## src/rtl/ptb_pkg.sv

```systemverilog
// Package for the periodic timer bank: request, response and entry types,
// command codes, controller states and default sizes.
// Depends on nothing; every other file of the block imports it.
package ptb_pkg;

  // Fixed field widths of the request and response.
  localparam int unsigned KIND_W  = 3;
  localparam int unsigned ID_W    = 6;
  localparam int unsigned COUNT_W = 32;
  localparam int unsigned LIMIT_W = 7;

  // Default number of timer handles and reset value of the list limit.
  localparam int unsigned       TIMER_HANDLES_DEF = 64;
  localparam logic [LIMIT_W-1:0] LIMIT_RESET      = 7'd50;

  // Command codes carried in the kind field.
  localparam logic [KIND_W-1:0] KIND_ADD    = 3'd0;
  localparam logic [KIND_W-1:0] KIND_DELETE = 3'd1;
  localparam logic [KIND_W-1:0] KIND_SET    = 3'd2;
  localparam logic [KIND_W-1:0] KIND_STOP   = 3'd3;
  localparam logic [KIND_W-1:0] KIND_QUERY  = 3'd4;
  localparam logic [KIND_W-1:0] KIND_TICK   = 3'd5;

  // One command request.
  typedef struct packed {
    logic [KIND_W-1:0]  kind;
    logic [ID_W-1:0]    timer_id;
    logic [COUNT_W-1:0] start_count;
    logic [COUNT_W-1:0] reload_period;
  } ptb_req_t;

  // One response.
  typedef struct packed {
    logic status;
    logic expired;
  } ptb_rsp_t;

  // One timer as it is held in the state memory.
  typedef struct packed {
    logic               listed;
    logic               expired;
    logic [COUNT_W-1:0] count;
    logic [COUNT_W-1:0] period;
  } ptb_entry_t;

  // Operation handed from the controller to the entry update logic.
  typedef struct packed {
    logic              tick;
    logic              hit;
    logic              full;
    logic [KIND_W-1:0] kind;
  } ptb_op_t;

  // Outcome of updating one entry.
  typedef struct packed {
    logic       wr;
    ptb_entry_t entry;
    logic       status;
    logic       expired;
    logic       cnt_inc;
    logic       cnt_dec;
  } ptb_upd_t;

  // Controller states.
  typedef enum logic [2:0] {
    ST_CLEAR,
    ST_IDLE,
    ST_EXEC,
    ST_TICK,
    ST_TICK_END,
    ST_DONE
  } ptb_state_t;

endpackage

```

## src/rtl/ptb_ram.sv

```systemverilog
// Simple dual-port synchronous RAM holding the timer entries.
// One write port and one read port with registered read data; uses ptb_pkg.
module ptb_ram #(
  parameter int unsigned DEPTH = ptb_pkg::TIMER_HANDLES_DEF,
  parameter int unsigned AW    = $clog2(DEPTH)
) (
  input  logic                clk,
  input  logic                we,
  input  logic [AW-1:0]       waddr,
  input  ptb_pkg::ptb_entry_t wdata,
  input  logic                re,
  input  logic [AW-1:0]       raddr,
  output ptb_pkg::ptb_entry_t rdata
);
  import ptb_pkg::*;

  ptb_entry_t mem [DEPTH];

  // Write port.
  always_ff @(posedge clk) begin
    if (we) begin
      mem[waddr] <= wdata;
    end
  end

  // Read port; the data holds while no read is issued.
  always_ff @(posedge clk) begin
    if (re) begin
      rdata <= mem[raddr];
    end
  end

endmodule

```

## config.mk

```make
export PLATFORM = sky130hd
export DESIGN_NAME = ptb_ram
export DESIGN_NICKNAME = d
export VERILOG_FILES = /design/src/rtl/ptb_pkg.sv /design/src/rtl/ptb_ram.sv
export SDC_FILE = /design/constraint.sdc
export NUM_CORES = 2
export LEC_CHECK = 0
export BUFFER_PORTS_ARGS = -buffer_cell sky130_fd_sc_hd__buf_4
export CAP_MARGIN = 5
export CORE_ASPECT_RATIO = 0.6
export CORE_MARGIN = 1.5
export CORE_UTILIZATION = 45
export DETAILED_ROUTE_END_ITERATION = 6
export GPL_TIMING_DRIVEN = 0
export HOLD_SLACK_MARGIN = 0.08
export SLEW_MARGIN = 20
export SYNTH_ARGS = -nofsm -noshare
export SYNTH_HDL_FRONTEND = slang
export SYNTH_MEMORY_MAX_BITS = 65536
export SYNTH_SLANG_ARGS = --single-unit
```

## constraint.sdc

```tcl
create_clock -name clk -period 6.36 [get_ports clk]
set_clock_uncertainty 0.15 [all_clocks]
set_input_delay 0.318 -clock clk [delete_from_list [all_inputs] [get_ports clk]]
set_output_delay 0.318 -clock clk [all_outputs]
set_load 0.05 [all_outputs]
```

==> impl_metrics.csv <==
group,metric,value,unit
outcome,outcome,"completed",
worst_setup_path,crit_type,"primary input to flip-flop",
worst_setup_path,cp_slowest_cell,"nor2_1",
power_and_ir_drop,switching_power,12.9,mW
route,drt_iter0_drc,15100,
clock_tree,clock_latency,0.98,ns
synthesis,synth_edf_count,4290,
die,die_h,467,microns
synthesis,syn_area,161000,sq um
route,drt_pass1_iterations,6,
worst_setup_path,endpoint_kind,"flip-flop",
power_and_ir_drop,total_power,57.4,mW
min_path,worstHoldPathType,"primary input to flip-flop",
power_and_ir_drop,vdd_ir_drop_max,0.000264,V
finish,layout-drive-gt1-share,28.5,%
placement,hpwl,360000,microns
die,num_rows,169,
worst_setup_path,reg2reg_depth,6,
placement,place.gp.congestion,0.863,
route,drt-met1-wl,212000,microns
timing,layout_min_cycle_time,4.28,ns
clock_tree,path_clk_slew,0.07,ns
finish,layout.nets,7839,
timing,maxSlewHeadroom,12.1,%
route,top_layer,"met5",
finish,fill_cells,26700,
placement,place_area,176000,sq um
route,routed_wl,518000,microns
power_and_ir_drop,leakage,58.2,nW
timing,timing.fmax,0.234,GHz
route,dr_wl_met2,201000,microns
clock_tree,cts_tree,"yes",
global_routing,grt_max_degree,67,
power_and_ir_drop,switching_share,22.5,%
power_and_ir_drop,p_comb_share,6.2,%
finish,multi_input_area,31000,sq um
route,postRouteAntennaNets,0,
synthesis,netlist_instances,6852,
worst_setup_path,crit_top_cell,"buf_2",
synthesis,synth_commonest_cells,"4,290 x edfxtp_1, 1,009 x mux4_2, 318 x o22ai_1",
clock_tree,clock-root-buffer,"clkbuf_16",
finish,regArea,129000,sq um
synthesis,synth_most_common_cell,"edfxtp_1",
clock_tree,cts_buffers,375,
worst_setup_path,path_buf_inv,6,
min_path,hold_end,"mem[48][32]",
finish,final_area,188000,sq um
synthesis,synth_top_area_share,79.9,%
global_routing,grt_pass1_wl,690000,microns
power_and_ir_drop,p_int,44.5,mW
route,avgViaCountPerCell,6.57,
finish,stdcell_count,12800,
power_and_ir_drop,clkPwrFrac,39.1,%
global_routing,grt_pass1_vias,78900,
min_path,worstHoldStart,"waddr[0]",
worst_setup_path,cp-start-kind,"primary input",
placement,io_buffer_count,137,
worst_setup_path,worstSetupPathDepth,9,
timing,worst_slew_pin_slew,1.31,ns
synthesis,ys_types,35,
die,chipWidth,776,microns
finish,syn_to_final_growth,16.7,%
route,drcViolationCount,0,
synthesis,ys.flop_type,"edfxtp_1",
flow_run,maxCapViolCount,0,
worst_setup_path,cp.arrival,4.93,ns
clock_tree,cts-htree-levels,5,
timing,finalHoldViolCount,0,
clock_tree,clk_path_buf_depth,4,
synthesis,syn-num-nets,6933,
placement,dp_cells,12000,
power_and_ir_drop,p_per_area,305,nW/um^2
global_routing,grt.overflow.total,0,
min_path,worstHoldPathCells,3,
worst_setup_path,worst_ep_required_time,7.01,ns
route,vias,83900,
worst_setup_path,cp_cell_sequence,"buf_4, buf_2, buf_2, buf_2, buf_2, clkbuf_1, a211oi_1, nor2_1, o22a_1",
timing,finalSetupViolations,0,
die,core_region_area,355000,sq um
global_routing,track_usage,28.3,%
worst_setup_path,r2r_end,"rdata[26]",
worst_setup_path,reg2reg_setup_slack,3.59,ns
timing,rsz0062_at_grt,"false",
power_and_ir_drop,seq_power_share,54.7,%
worst_setup_path,cpLargestDelayFamily,"buffers and inverters",
die,io-pin-count,147,
synthesis,synthTopCellsByArea,"edfxtp_1 80%, mux4_2 14%, o22ai_1 1.2%",
worst_setup_path,max_stage_delay,0.94,ns
route,post_drt_wl_per_cell,40.6,microns
synthesis,synth_top_cell_by_area,"edfxtp_1",
timing,finalSetupTns,0,ns
synthesis,synth-seq-area-share,79.9,%
clock_tree,cts_resized,0,
route,wl_met3,89600,microns
die,start_util,45.4,%
worst_setup_path,crit-reg2reg-launch,"mem[33][26]",
timing,period_share,67.3,%
clock_tree,cts.sinks,4290,
clock_tree,hold_buffers,70,
timing,slew_violations,0,
synthesis,syn_area_per_cell,23.5,sq um
synthesis,ys_warn_count,0,
worst_setup_path,cp_max_fo,11,
synthesis,synth_seq_cells,4290,
global_routing,antenna_found_initial,45,
synthesis,synthArstFlopShare,0,%
clock_tree,post_cts_buffers,0,
die,dieArea,362000,sq um
-- area by class of cell --
type	instances	share of cell area [%]
repair buffers	529	4.60
multi-input cells	2163	16.5
clock buffers	469	5.24
plain buffers	399	1.07
diodes	28	0.0372
clock inverters	195	0.939
well taps	4702	3.13
flip-flops and latches	4290	68.5
-- kinds of logic (layout without fill, tap and decap cells) --
family / count (synthesis) / in the layout / synth area share (%)
buf+inv: 399 / 1592 / 1.20
simple gates: 411 / 411 / 1.31
other cells: 0 / 28 / 0
flops: 4290 / 4290 / 79.9
mux: 1118 / 1118 / 14.8
compound gates: 634 / 634 / 2.77
-- stage by stage --
| step | util (%) | setup WS, ns | hold WS (ns) |
|---|---|---|---|
| floorplan | - | 0.341 | 0.267 |
| global placement | 47.4 | -7.26 | 0.656 |
| detailed placement | 49.5 | 1.40 | 0.656 |
| CTS | 53.0 | 2.38 | 0.0833 |
| global route | 53.0 | 2.24 | 0.137 |
| finish | 53.0 | 2.08 | 0.170 |
-- state kept, by name, summed over array words and instances, names as in the netlist --
| register | count |
|---|---|
| mem | 4224 |
| rdata | 66 |
-- tightest hold or removal path, delay by kind of cell --
kind                   cells  cell delay [ns]
and+or+nand+nor            2             0.63
buffers and inverters      1             0.14
-- power by group through the flow --
stage          clock [mW]  combinational, mW  sequential (mW)
2_1_floorplan           0               1.43             32.2
3_3_place_gp            0               3.24             32.1
3_5_place_dp            0               3.42             32.0
4_1_cts              22.6               3.48             31.4
5_1_grt              23.6               3.64             31.4
6_report             22.5               3.56             31.4
-- cells in the final DEF, fill, tap and decap left out, types with 27 or more instances in the layout --
master         count
clkbuf_1         229
mux4_2          1009
buf_4            222
o22ai_1          318
nor4_1            32
nand2_1           27
dlygate4sd3_1     70
clkbuf_16        381
o22a_1            56
nor3_1            53
a22oi_1           53
clkbuf_2          54
nor2_1            58
nor2_4            62
buf_2            109
mux2i_1          102
nor2b_1           88
buf_16           136
edfxtp_1        4290
buf_1             30
buf_12           136
a211oi_1         106
diode_2           28
clkinv_1          85
o221ai_1          66
clkinv_2          50
-- routing by layer --
metal / vias up / track usage (%)
li1: 31600 / -
met5: - / 0.196
met1: 45100 / 43.3
met4: 17 / 7.70
met3: 770 / 13.2
met2: 6448 / 35.9
-- worst max-delay path by stage --
stage / startpoint / end / slack [ns]
floorplan: waddr[3] / mem[48][0] / 0.34
finish: raddr[2] / rdata[37] / 2.08
CTS: raddr[2] / rdata[52] / 2.38
detailed placement: raddr[2] / rdata[52] / 1.40
global placement: waddr[3] / mem[49][27] / -7.26
global route: raddr[2] / rdata[37] / 2.24
Note: power is estimated with default switching activity, not from simulation.
