## src/rtl/ptb_pkg.sv

```systemverilog
// Package for the periodic timer bank: request, response and entry types,
// command codes, controller states and default sizes.
// Depends on nothing; every other file of the block imports it.
package ptb_pkg;

  // Fixed field widths of the request and response.
  localparam int unsigned KIND_W  = 3;
  localparam int unsigned ID_W    = 6;
  localparam int unsigned COUNT_W = 32;
  localparam int unsigned LIMIT_W = 7;

  // Default number of timer handles and reset value of the list limit.
  localparam int unsigned       TIMER_HANDLES_DEF = 64;
  localparam logic [LIMIT_W-1:0] LIMIT_RESET      = 7'd50;

  // Command codes carried in the kind field.
  localparam logic [KIND_W-1:0] KIND_ADD    = 3'd0;
  localparam logic [KIND_W-1:0] KIND_DELETE = 3'd1;
  localparam logic [KIND_W-1:0] KIND_SET    = 3'd2;
  localparam logic [KIND_W-1:0] KIND_STOP   = 3'd3;
  localparam logic [KIND_W-1:0] KIND_QUERY  = 3'd4;
  localparam logic [KIND_W-1:0] KIND_TICK   = 3'd5;

  // One command request.
  typedef struct packed {
    logic [KIND_W-1:0]  kind;
    logic [ID_W-1:0]    timer_id;
    logic [COUNT_W-1:0] start_count;
    logic [COUNT_W-1:0] reload_period;
  } ptb_req_t;

  // One response.
  typedef struct packed {
    logic status;
    logic expired;
  } ptb_rsp_t;

  // One timer as it is held in the state memory.
  typedef struct packed {
    logic               listed;
    logic               expired;
    logic [COUNT_W-1:0] count;
    logic [COUNT_W-1:0] period;
  } ptb_entry_t;

  // Operation handed from the controller to the entry update logic.
  typedef struct packed {
    logic              tick;
    logic              hit;
    logic              full;
    logic [KIND_W-1:0] kind;
  } ptb_op_t;

  // Outcome of updating one entry.
  typedef struct packed {
    logic       wr;
    ptb_entry_t entry;
    logic       status;
    logic       expired;
    logic       cnt_inc;
    logic       cnt_dec;
  } ptb_upd_t;

  // Controller states.
  typedef enum logic [2:0] {
    ST_CLEAR,
    ST_IDLE,
    ST_EXEC,
    ST_TICK,
    ST_TICK_END,
    ST_DONE
  } ptb_state_t;

endpackage

```

## src/rtl/ptb_update.sv

```systemverilog
// Read-modify-write logic for one timer entry: applies a command or one tick.
// Uses the entry, operation and result types of ptb_pkg.
module ptb_update (
  input  ptb_pkg::ptb_op_t                    op,
  input  ptb_pkg::ptb_entry_t                 cur,
  input  logic [ptb_pkg::COUNT_W-1:0]         start_count,
  input  logic [ptb_pkg::COUNT_W-1:0]         reload_period,
  output ptb_pkg::ptb_upd_t                   upd
);
  import ptb_pkg::*;

  logic [COUNT_W-1:0] dec;
  ptb_entry_t         loaded;

  // Count after one tick, and the entry as an add or a set leaves it.
  assign dec = cur.count - COUNT_W'(1);

  always_comb begin
    loaded         = cur;
    loaded.count   = start_count;
    loaded.period  = reload_period;
    loaded.expired = (start_count == '0);
  end

  // Apply the operation.
  always_comb begin
    upd       = '0;
    upd.entry = cur;
    if (op.tick) begin
      // A listed timer with a nonzero count steps down and may expire and reload.
      if (cur.listed && cur.count != '0) begin
        upd.wr          = 1'b1;
        upd.entry.count = dec;
        if (dec == '0) begin
          upd.entry.expired = 1'b1;
          if (cur.period != '0) begin
            upd.entry.count = cur.period;
          end
        end
      end
    end else if (op.hit) begin
      case (op.kind)
        KIND_ADD: begin
          if (cur.listed) begin
            upd.wr    = 1'b1;
            upd.entry = loaded;
          end else if (op.full) begin
            upd.status = 1'b1;
          end else begin
            upd.wr           = 1'b1;
            upd.entry        = loaded;
            upd.entry.listed = 1'b1;
            upd.cnt_inc      = 1'b1;
          end
        end
        KIND_DELETE: begin
          if (cur.listed) begin
            upd.wr           = 1'b1;
            upd.entry.listed = 1'b0;
            upd.cnt_dec      = 1'b1;
          end
        end
        KIND_SET: begin
          upd.wr    = 1'b1;
          upd.entry = loaded;
        end
        KIND_STOP: begin
          upd.wr            = 1'b1;
          upd.entry.count   = '0;
          upd.entry.period  = '0;
          upd.entry.expired = 1'b0;
        end
        KIND_QUERY: begin
          upd.expired = cur.expired;
        end
        default: begin
        end
      endcase
    end
  end

endmodule

```

## config.mk

```make
export PLATFORM = sky130hd
export DESIGN_NAME = ptb_update
export DESIGN_NICKNAME = d
export VERILOG_FILES = /design/src/rtl/ptb_pkg.sv /design/src/rtl/ptb_update.sv
export SDC_FILE = /design/constraint.sdc
export NUM_CORES = 1
export LEC_CHECK = 0
export BUFFER_PORTS_ARGS = -buffer_cell sky130_fd_sc_hd__buf_4
export CORE_MARGIN = 2
export CORE_UTILIZATION = 44
export DETAILED_ROUTE_END_ITERATION = 12
export GPL_TIMING_DRIVEN = 0
export PLACE_DENSITY = 0.92
export SYNTH_ARGS = -nofsm -noshare
export SYNTH_HDL_FRONTEND = slang
export SYNTH_SLANG_ARGS = --single-unit
```

## constraint.sdc

```tcl
create_clock -name vclk -period 4.39
set_input_delay 0.439 -clock vclk [all_inputs]
set_output_delay 0.439 -clock vclk [all_outputs]
set_load 0.01 [all_outputs]
```

==> results of run 1 <==
-- report_power, final --
part | internal [mW] | switching (mW)
clock network | 0 | 0
logic | 0.223 | 0.245
registers | 0 | 0
-- routing by layer --
metal,up-vias,part of all wire (%),track usage (%),routed length (microns)
li1,2315,-,-,-
met1,2353,34,52.0,5590
met2,513,46,67.9,7510
met3,97,15,7.80,2400
met4,0,5.2,17.0,857
met5,-,0,0,0
-- final cells by class --
cell class | instances | area (sq um) | area share (%)
multi-input combinational | 447 | 2760 | 60.0
tap | 77 | 96.3 | 2.10
inverter | 9 | 33.8 | 0.736
buffer | 43 | 190 | 4.14
timing repair buffer | 202 | 1520 | 33.0
-- Yosys cell counts, drive strengths merged (2+ instances only) --
| master | instances | area (sq um) |
|---|---|---|
| a2111oi | 3 | 26.3 |
| a211oi | 23 | 203 |
| a21oi | 46 | 230 |
| a221oi | 5 | 43.8 |
| a22o | 32 | 280 |
| a311o | 2 | 20.0 |
| a31oi | 8 | 50.1 |
| and2 | 3 | 18.8 |
| and3 | 5 | 31.3 |
| buf | 16 | 88.8 |
| clkbuf | 27 | 101 |
| ha | 3 | 37.5 |
| inv | 9 | 33.8 |
| mux2i | 4 | 40.0 |
| nand2 | 60 | 225 |
| nand2b | 5 | 31.3 |
| nand3 | 11 | 55.1 |
| nand4 | 13 | 96.3 |
| nand4b | 3 | 26.3 |
| nor2 | 73 | 274 |
| nor2b | 3 | 18.8 |
| nor3 | 35 | 190 |
| nor3b | 3 | 22.5 |
| nor4 | 37 | 253 |
| nor4b | 2 | 23.8 |
| o2111ai | 2 | 23.8 |
| o21a | 9 | 67.6 |
| o21ai | 8 | 40.0 |
| o21bai | 6 | 45.0 |
| o31a | 3 | 26.3 |
| o31ai | 4 | 30.0 |
| or2 | 3 | 18.8 |
| or3 | 6 | 37.5 |
| or4 | 2 | 18.8 |
| xnor2 | 12 | 105 |
| xor2 | 4 | 35.0 |
-- through the flow --
step	cell area, sq um	setup TNS, ns	power, mW	util [%]
floorplan	2950	0	0.199	-
global route	4590	0	0.495	71.5
detailed placement	4560	-0.0690	0.452	71.0
finish	4590	0	0.469	71.5
CTS	4570	0	0.454	71.2
global placement	4560	-0.247	0.446	71.0
-- worst paths after layout --
kind	slack, ns	endpoint	from
max	0.14	upd[48]	cur[32]
min	1.17	upd[14]	reload_period[10]
-- worst max-delay path: cells and delay by family --
| kind | cells | cell delay [ns] |
|---|---|---|
| buffers and inverters | 6 | 1.14 |
| AND/OR/NAND/NOR | 5 | 1.12 |
| AO/OA/AOI/OAI | 2 | 0.62 |
| adder cells (fa/ha/maj) | 1 | 0.14 |
| multiplexers | 1 | 0.36 |
-- repair_timing --
item	CTS	global route
resized for setup	2	2
hold buffers	0	0
setup buffers	0	1
setup endpoints to repair	2	16
hold endpoints to repair	0	0
-- cells by family (layout without fill, tap and decap cells) --
group / after synthesis / after routing / synth area share, %
simple gates: 266 / 266 / 46.0
mux: 5 / 5 / 1.74
fa+ha+maj: 3 / 3 / 1.27
compound gates: 157 / 157 / 38.6
xor+xnor: 16 / 16 / 4.75
buf+inv: 52 / 254 / 7.59
==> run_summary.xml, run 1 <==
<?xml version="1.0" encoding="UTF-8"?>
<metrics>
  <group name="place">
    <metric name="port_buffers" unit="">201</metric>
    <metric name="dp.final_hpwl" unit="microns">13000</metric>
    <metric name="globalplace.congestion" unit="">1.09</metric>
    <metric name="placedCellCount" unit="">777</metric>
    <metric name="place_worst_setup_slack" unit="ns">-0.0592</metric>
  </group>
  <group name="route">
    <metric name="vias_per_cell" unit="">6.78</metric>
    <metric name="drt_iter0_markers" unit="">745</metric>
    <metric name="drtPass1Iterations" unit="">6</metric>
    <metric name="dr_total_vias" unit="">5278</metric>
    <metric name="wire_per_inst" unit="microns">21.0</metric>
    <metric name="postRouteWirelength" unit="microns">16400</metric>
    <metric name="post-route-drc-count" unit="">0</metric>
    <metric name="postRouteAntennaNets" unit="">0</metric>
  </group>
  <group name="floorplanning">
    <metric name="initial_utilization" unit="%">46.0</metric>
    <metric name="dieHeight" unit="microns">85.9</metric>
    <metric name="floorplan.rows" unit="">29</metric>
    <metric name="chipWidth" unit="microns">85.9</metric>
    <metric name="top_level_ports" unit="">207</metric>
    <metric name="floorplan.die_area" unit="sq um">7380</metric>
    <metric name="area_of_the_core" unit="sq um">6420</metric>
  </group>
  <group name="sta">
    <metric name="fin_ws" unit="ns">0.136</metric>
    <metric name="max_slew_headroom" unit="%">-1.41</metric>
    <metric name="final-max-slew-violation-count" unit="">11</metric>
    <metric name="timing.final.setup_violations" unit="">0</metric>
    <metric name="grt_setup_unrepaired" unit="">no</metric>
    <metric name="final.min_clock_period" unit="ns">4.25</metric>
    <metric name="achievable-frequency" unit="MHz">235</metric>
    <metric name="hold_slack" unit="ns">1.17</metric>
    <metric name="final-hold-violation-count" unit="">0</metric>
    <metric name="worstMarginPinSlew" unit="ns">1.52</metric>
    <metric name="fin_crit_sh" unit="%">96.9</metric>
  </group>
  <group name="outcome">
    <metric name="failed_checks" unit="">capacitance limit, slew limit</metric>
    <metric name="run_status" unit="">finished with violations</metric>
  </group>
  <group name="logic_synthesis">
    <metric name="number_of_warnings_printed_during_yosys_synthesis" unit="">0</metric>
    <metric name="synth_nets" unit="">638</metric>
    <metric name="ys_types" unit="">56</metric>
    <metric name="instance_count_of_the_mapped_netlist" unit="">499</metric>
    <metric name="netlist_area" unit="sq um">2950</metric>
    <metric name="synth_area_per_cell" unit="sq um">5.91</metric>
    <metric name="synth_sequential_area_ratio" unit="%">0</metric>
  </group>
  <group name="cells_and_area">
    <metric name="syn2layout_area_growth" unit="%">55.6</metric>
    <metric name="final-seq-area" unit="sq um">0</metric>
    <metric name="finalNetCount" unit="">842</metric>
    <metric name="flops_and_latches" unit="">0</metric>
    <metric name="fill_cells" unit="">590</metric>
    <metric name="most_common_library_cell_in_the_layout_ignoring_fill_and_taps" unit="">sky130_fd_sc_hd__buf_4</metric>
    <metric name="antenna_cells" unit="">0</metric>
    <metric name="clock_buffers" unit="">0</metric>
    <metric name="mostFrequentLayoutCells" unit="">205 x sky130_fd_sc_hd__buf_4, 73 x sky130_fd_sc_hd__nor2_1, 60 x sky130_fd_sc_hd__nand2_1</metric>
    <metric name="layout-drive-gt1-share" unit="%">33.7</metric>
    <metric name="final_cells" unit="">778</metric>
  </group>
  <group name="setup_path">
    <metric name="path_cells" unit="">buf_4, clkbuf_1, inv_1, ha_1, buf_2, nor4b_4, nand3_1, buf_2, o21a_1, nor4_2, nand4_1, nor3_2, mux2_2, a311oi_1, buf_4</metric>
    <metric name="worst-setup-path-type" unit="">input pin to output pin</metric>
    <metric name="worst_setup_path_end_kind" unit="">output pin</metric>
    <metric name="slowest_stage" unit="">sky130_fd_sc_hd__a311oi_1</metric>
    <metric name="crit_path_start_kind" unit="">input pin</metric>
    <metric name="timing.critical_path.required" unit="ns">3.95</metric>
    <metric name="arrival_time_of_the_worst_setup_path" unit="ns">3.82</metric>
    <metric name="critPathMaxStageDelay" unit="ns">0.38</metric>
    <metric name="critical_path.max_fanout" unit="">10</metric>
  </group>
  <group name="grt">
    <metric name="grt_antenna_before_repair" unit="">0</metric>
    <metric name="grt_max_degree" unit="">11</metric>
    <metric name="first_global_vias" unit="">4643</metric>
    <metric name="global_route.overflow_total" unit="">0</metric>
    <metric name="grt_first_pass_wirelength" unit="microns">24300</metric>
    <metric name="grt_use_total" unit="%">41.0</metric>
  </group>
  <group name="pwr">
    <metric name="pwr_cell_area" unit="nW/um^2">102</metric>
    <metric name="p_leak" unit="nW">1.93</metric>
    <metric name="power.ir.vdd_worst" unit="V">0.0000658</metric>
  </group>
  <group name="worst_hold_path">
    <metric name="hold-path-cell-count" unit="">3</metric>
    <metric name="worst_hold_path_type" unit="">input pin to output pin</metric>
  </group>
  <group name="run">
    <metric name="timing.max_cap.violations" unit="">1</metric>
  </group>
</metrics>
(Power assumes the default switching activity.)
==> run 2, diff against run 1 <==
--- a/config.mk
+++ b/config.mk
@@ -5,12 +5,13 @@
 export SDC_FILE = /design/constraint.sdc
 export NUM_CORES = 1
 export LEC_CHECK = 0
+export ABC_AREA = 1
 export BUFFER_PORTS_ARGS = -buffer_cell sky130_fd_sc_hd__buf_4
 export CORE_MARGIN = 2
-export CORE_UTILIZATION = 44
+export CORE_UTILIZATION = 48
 export DETAILED_ROUTE_END_ITERATION = 12
 export GPL_TIMING_DRIVEN = 0
-export PLACE_DENSITY = 0.92
+export PLACE_DENSITY = 0.93
 export SYNTH_ARGS = -nofsm -noshare
 export SYNTH_HDL_FRONTEND = slang
 export SYNTH_SLANG_ARGS = --single-unit
==> run 2 against run 1 <==
Against the previous run: the run now ends clean; global-route usage shrank 5.7 points; cell count grew 36%; non-clock buffer count increased by 4; combinational power barely moved; critical path depth fell by 3; worst hold slack lost 0.034 ns; synthesized area rose by 26%; clock-buffer cell count unchanged; final area is 17% higher; via count rose by 13%; setup slack better by 0.90 ns; largest power group unchanged.
==> run_summary.xml, run 2 <==
<?xml version="1.0" encoding="UTF-8"?>
<metrics>
  <group name="pwr">
    <metric name="power.ir.vdd_worst" unit="V">0.0000466</metric>
    <metric name="pwr_cell_area" unit="nW/um^2">86.7</metric>
    <metric name="p_leak" unit="nW">2.69</metric>
  </group>
  <group name="cells_and_area">
    <metric name="syn2layout_area_growth" unit="%">45.0</metric>
    <metric name="final_cells" unit="">1059</metric>
    <metric name="fill_cells" unit="">745</metric>
    <metric name="most_common_library_cell_in_the_layout_ignoring_fill_and_taps" unit="">sky130_fd_sc_hd__nand2_1</metric>
    <metric name="finalNetCount" unit="">1098</metric>
    <metric name="layout-drive-gt1-share" unit="%">28.9</metric>
    <metric name="final-seq-area" unit="sq um">0</metric>
    <metric name="clock_buffers" unit="">0</metric>
    <metric name="flops_and_latches" unit="">0</metric>
    <metric name="antenna_cells" unit="">0</metric>
    <metric name="mostFrequentLayoutCells" unit="">232 x sky130_fd_sc_hd__nand2_1, 208 x sky130_fd_sc_hd__buf_4, 106 x sky130_fd_sc_hd__inv_1</metric>
  </group>
  <group name="grt">
    <metric name="grt_first_pass_wirelength" unit="microns">25200</metric>
    <metric name="grt_use_total" unit="%">35.3</metric>
    <metric name="grt_util_met3" unit="%">1.81</metric>
    <metric name="gr-max-usage-layer" unit="">met2</metric>
    <metric name="grt_max_degree" unit="">11</metric>
    <metric name="met2_track_demand_over_resource_in_global_routing" unit="%">58.6</metric>
    <metric name="global_route.overflow_total" unit="">0</metric>
    <metric name="grt_antenna_before_repair" unit="">0</metric>
    <metric name="use_met1" unit="%">49.3</metric>
    <metric name="first_global_vias" unit="">5274</metric>
  </group>
  <group name="logic_synthesis">
    <metric name="number_of_warnings_printed_during_yosys_synthesis" unit="">0</metric>
    <metric name="yosysMostFrequentCell" unit="">sky130_fd_sc_hd__nand2_1</metric>
    <metric name="yosys.area_share.adder" unit="%">1.01</metric>
    <metric name="netlist_top_cells_count" unit="">232 x sky130_fd_sc_hd__nand2_1, 106 x sky130_fd_sc_hd__inv_1, 74 x sky130_fd_sc_hd__nor2_1</metric>
    <metric name="synth_top_area_cell" unit="">sky130_fd_sc_hd__nand2_1</metric>
    <metric name="synth_compound_area_share" unit="%">26.0</metric>
    <metric name="synth_area_per_cell" unit="sq um">4.93</metric>
    <metric name="synth.area.top_cells" unit="">sky130_fd_sc_hd__nand2_1 23%, sky130_fd_sc_hd__inv_1 11%, sky130_fd_sc_hd__nand4_1 7.6%</metric>
    <metric name="yosys.area.top_type_share" unit="%">23.5</metric>
    <metric name="synth_sequential_area_ratio" unit="%">0</metric>
    <metric name="instance_count_of_the_mapped_netlist" unit="">752</metric>
    <metric name="synth_nets" unit="">891</metric>
    <metric name="share_of_synthesized_area_spent_on_multiplexers" unit="%">0</metric>
    <metric name="netlist_area" unit="sq um">3710</metric>
    <metric name="yosys.area_share.xor_xnor" unit="%">1.62</metric>
    <metric name="synth-simple-area-share" unit="%">53.7</metric>
    <metric name="ys_types" unit="">32</metric>
    <metric name="combinational_family_with_the_most_area_after_synthesis" unit="">simple AND/OR/NAND/NOR gates</metric>
  </group>
  <group name="sta">
    <metric name="hold_slack" unit="ns">1.14</metric>
    <metric name="grt_setup_unrepaired" unit="">no</metric>
    <metric name="achievable-frequency" unit="MHz">298</metric>
    <metric name="fin_crit_sh" unit="%">76.5</metric>
    <metric name="final-hold-violation-count" unit="">0</metric>
    <metric name="timing.final.setup_violations" unit="">0</metric>
    <metric name="final.min_clock_period" unit="ns">3.36</metric>
    <metric name="aggregate_negative_setup_slack" unit="ns">0</metric>
    <metric name="worstMarginPinSlew" unit="ns">0.855</metric>
    <metric name="max_slew_headroom" unit="%">42.7</metric>
    <metric name="fin_ws" unit="ns">1.03</metric>
    <metric name="final-max-slew-violation-count" unit="">0</metric>
  </group>
  <group name="route">
    <metric name="wire_per_inst" unit="microns">15.0</metric>
    <metric name="vias_per_cell" unit="">5.61</metric>
    <metric name="postRouteAntennaNets" unit="">0</metric>
    <metric name="drt_iter0_markers" unit="">455</metric>
    <metric name="drtPass1Iterations" unit="">6</metric>
    <metric name="post-route-drc-count" unit="">0</metric>
    <metric name="dr_total_vias" unit="">5941</metric>
    <metric name="postRouteWirelength" unit="microns">15900</metric>
  </group>
  <group name="setup_path">
    <metric name="startpoint" unit="">cur[13]</metric>
    <metric name="slowest_stage" unit="">sky130_fd_sc_hd__nor4_1</metric>
    <metric name="path_cells" unit="">buf_4, nor4_1, nand4_1, nor2_1, clkbuf_1, nand2_1, nand2_1, nand4_1, nand2_1, nand2_1, a21oi_2, buf_4</metric>
    <metric name="worst_setup_path_end_kind" unit="">output pin</metric>
    <metric name="crit_path_start_kind" unit="">input pin</metric>
    <metric name="worst-setup-path-type" unit="">input pin to output pin</metric>
    <metric name="arrival_time_of_the_worst_setup_path" unit="ns">2.92</metric>
    <metric name="critical_path.max_fanout" unit="">10</metric>
    <metric name="timing.critical_path.required" unit="ns">3.95</metric>
    <metric name="critPathMaxStageDelay" unit="ns">0.57</metric>
    <metric name="setup.worst_path.end" unit="">upd[48]</metric>
    <metric name="cp_common_cell" unit="">sky130_fd_sc_hd__nand2_1</metric>
  </group>
  <group name="floorplanning">
    <metric name="top_level_ports" unit="">207</metric>
    <metric name="initial_utilization" unit="%">48.7</metric>
    <metric name="floorplan.rows" unit="">32</metric>
    <metric name="chipWidth" unit="microns">91.9</metric>
    <metric name="dieHeight" unit="microns">91.9</metric>
    <metric name="floorplan.die_area" unit="sq um">8440</metric>
    <metric name="area_of_the_core" unit="sq um">7610</metric>
  </group>
  <group name="place">
    <metric name="dp.final_hpwl" unit="microns">12800</metric>
    <metric name="place_worst_setup_slack" unit="ns">1.13</metric>
    <metric name="globalplace.congestion" unit="">0.986</metric>
    <metric name="port_buffers" unit="">205</metric>
    <metric name="placedCellCount" unit="">1059</metric>
  </group>
  <group name="clock_network">
    <metric name="cts_repair_resize_count" unit="">0</metric>
    <metric name="postCtsHoldBufs" unit="">0</metric>
    <metric name="postCtsSetupBuffers" unit="">0</metric>
  </group>
  <group name="run">
    <metric name="timing.max_cap.violations" unit="">0</metric>
  </group>
  <group name="outcome">
    <metric name="run_status" unit="">complete, no violations</metric>
  </group>
  <group name="worst_hold_path">
    <metric name="worst_hold_path_type" unit="">input pin to output pin</metric>
    <metric name="hold-path-cell-count" unit="">3</metric>
  </group>
</metrics>
==> run 2: cell count changes after synthesis, moves of 27 or more <==
cell,delta
sky130_fd_sc_hd__a21oi_2,+30
sky130_fd_sc_hd__a22o_1,-32
sky130_fd_sc_hd__inv_1,+97
sky130_fd_sc_hd__nand2_1,+172
sky130_fd_sc_hd__nand3_1,+45
sky130_fd_sc_hd__nand4_1,+33
sky130_fd_sc_hd__nor3_1,-27
sky130_fd_sc_hd__o21ai_0,+28
==> run 2: cell families (layout without fill, tap and decap cells) <==
group,count (synthesis),in the layout
simple gates,445,445
compound gates,144,144
fa+ha+maj,3,3
buf+inv,154,359
xor+xnor,6,6
==> run 2: critical path: cells and delay by family <==
| family | cells | cell delay, ns |
|---|---|---|
| compound gates | 1 | 0.13 |
| simple gates | 8 | 1.67 |
| buf+inv | 3 | 0.68 |
==> run 2: worst min-delay path by stage <==
stage / start / to / slack [ns]
after floorplan: op[3] / upd[1] / 0.93
final: op[3] / upd[1] / 1.14
after global routing: op[3] / upd[1] / 1.15
after detailed placement: op[3] / upd[1] / 1.14
after global placement: op[3] / upd[1] / 1.13
after CTS: op[3] / upd[1] / 1.14
==> run 2: metal layers <==
metal  part of all wire [%]  vias up
li1                       -     2917
met4                    3.4        0
met2                     46      357
met1                     42     2623
met3                    9.4       44
met5                      0        -
==> run 2: area by class of cell <==
class | count | area [sq um] | area share (%)
Multi-Input combinational cell | 598 | 3050 | 56.8
Tap cell | 102 | 128 | 2.37
Buffer | 44 | 244 | 4.54
Timing Repair Buffer | 205 | 1540 | 28.6
Inverter | 110 | 413 | 7.68
==> run 2: where the power goes <==
group	total [mW]	internal, mW	switching [mW]
Combinational	0.466	0.216	0.250
Clock	0	0	0
Sequential	0	0	0
Total	0.466	0.216	0.250
==> run 2: per-stage QoR <==
step                      cell area [sq um]  power, mW  util [%]
after floorplan                        3710      0.218         -
after detailed placement               5370      0.457      70.6
after CTS                              5370      0.459      70.6
after global routing                   5370      0.505      70.6
after global placement                 5370      0.453      70.6
final                                  5370      0.466      70.6
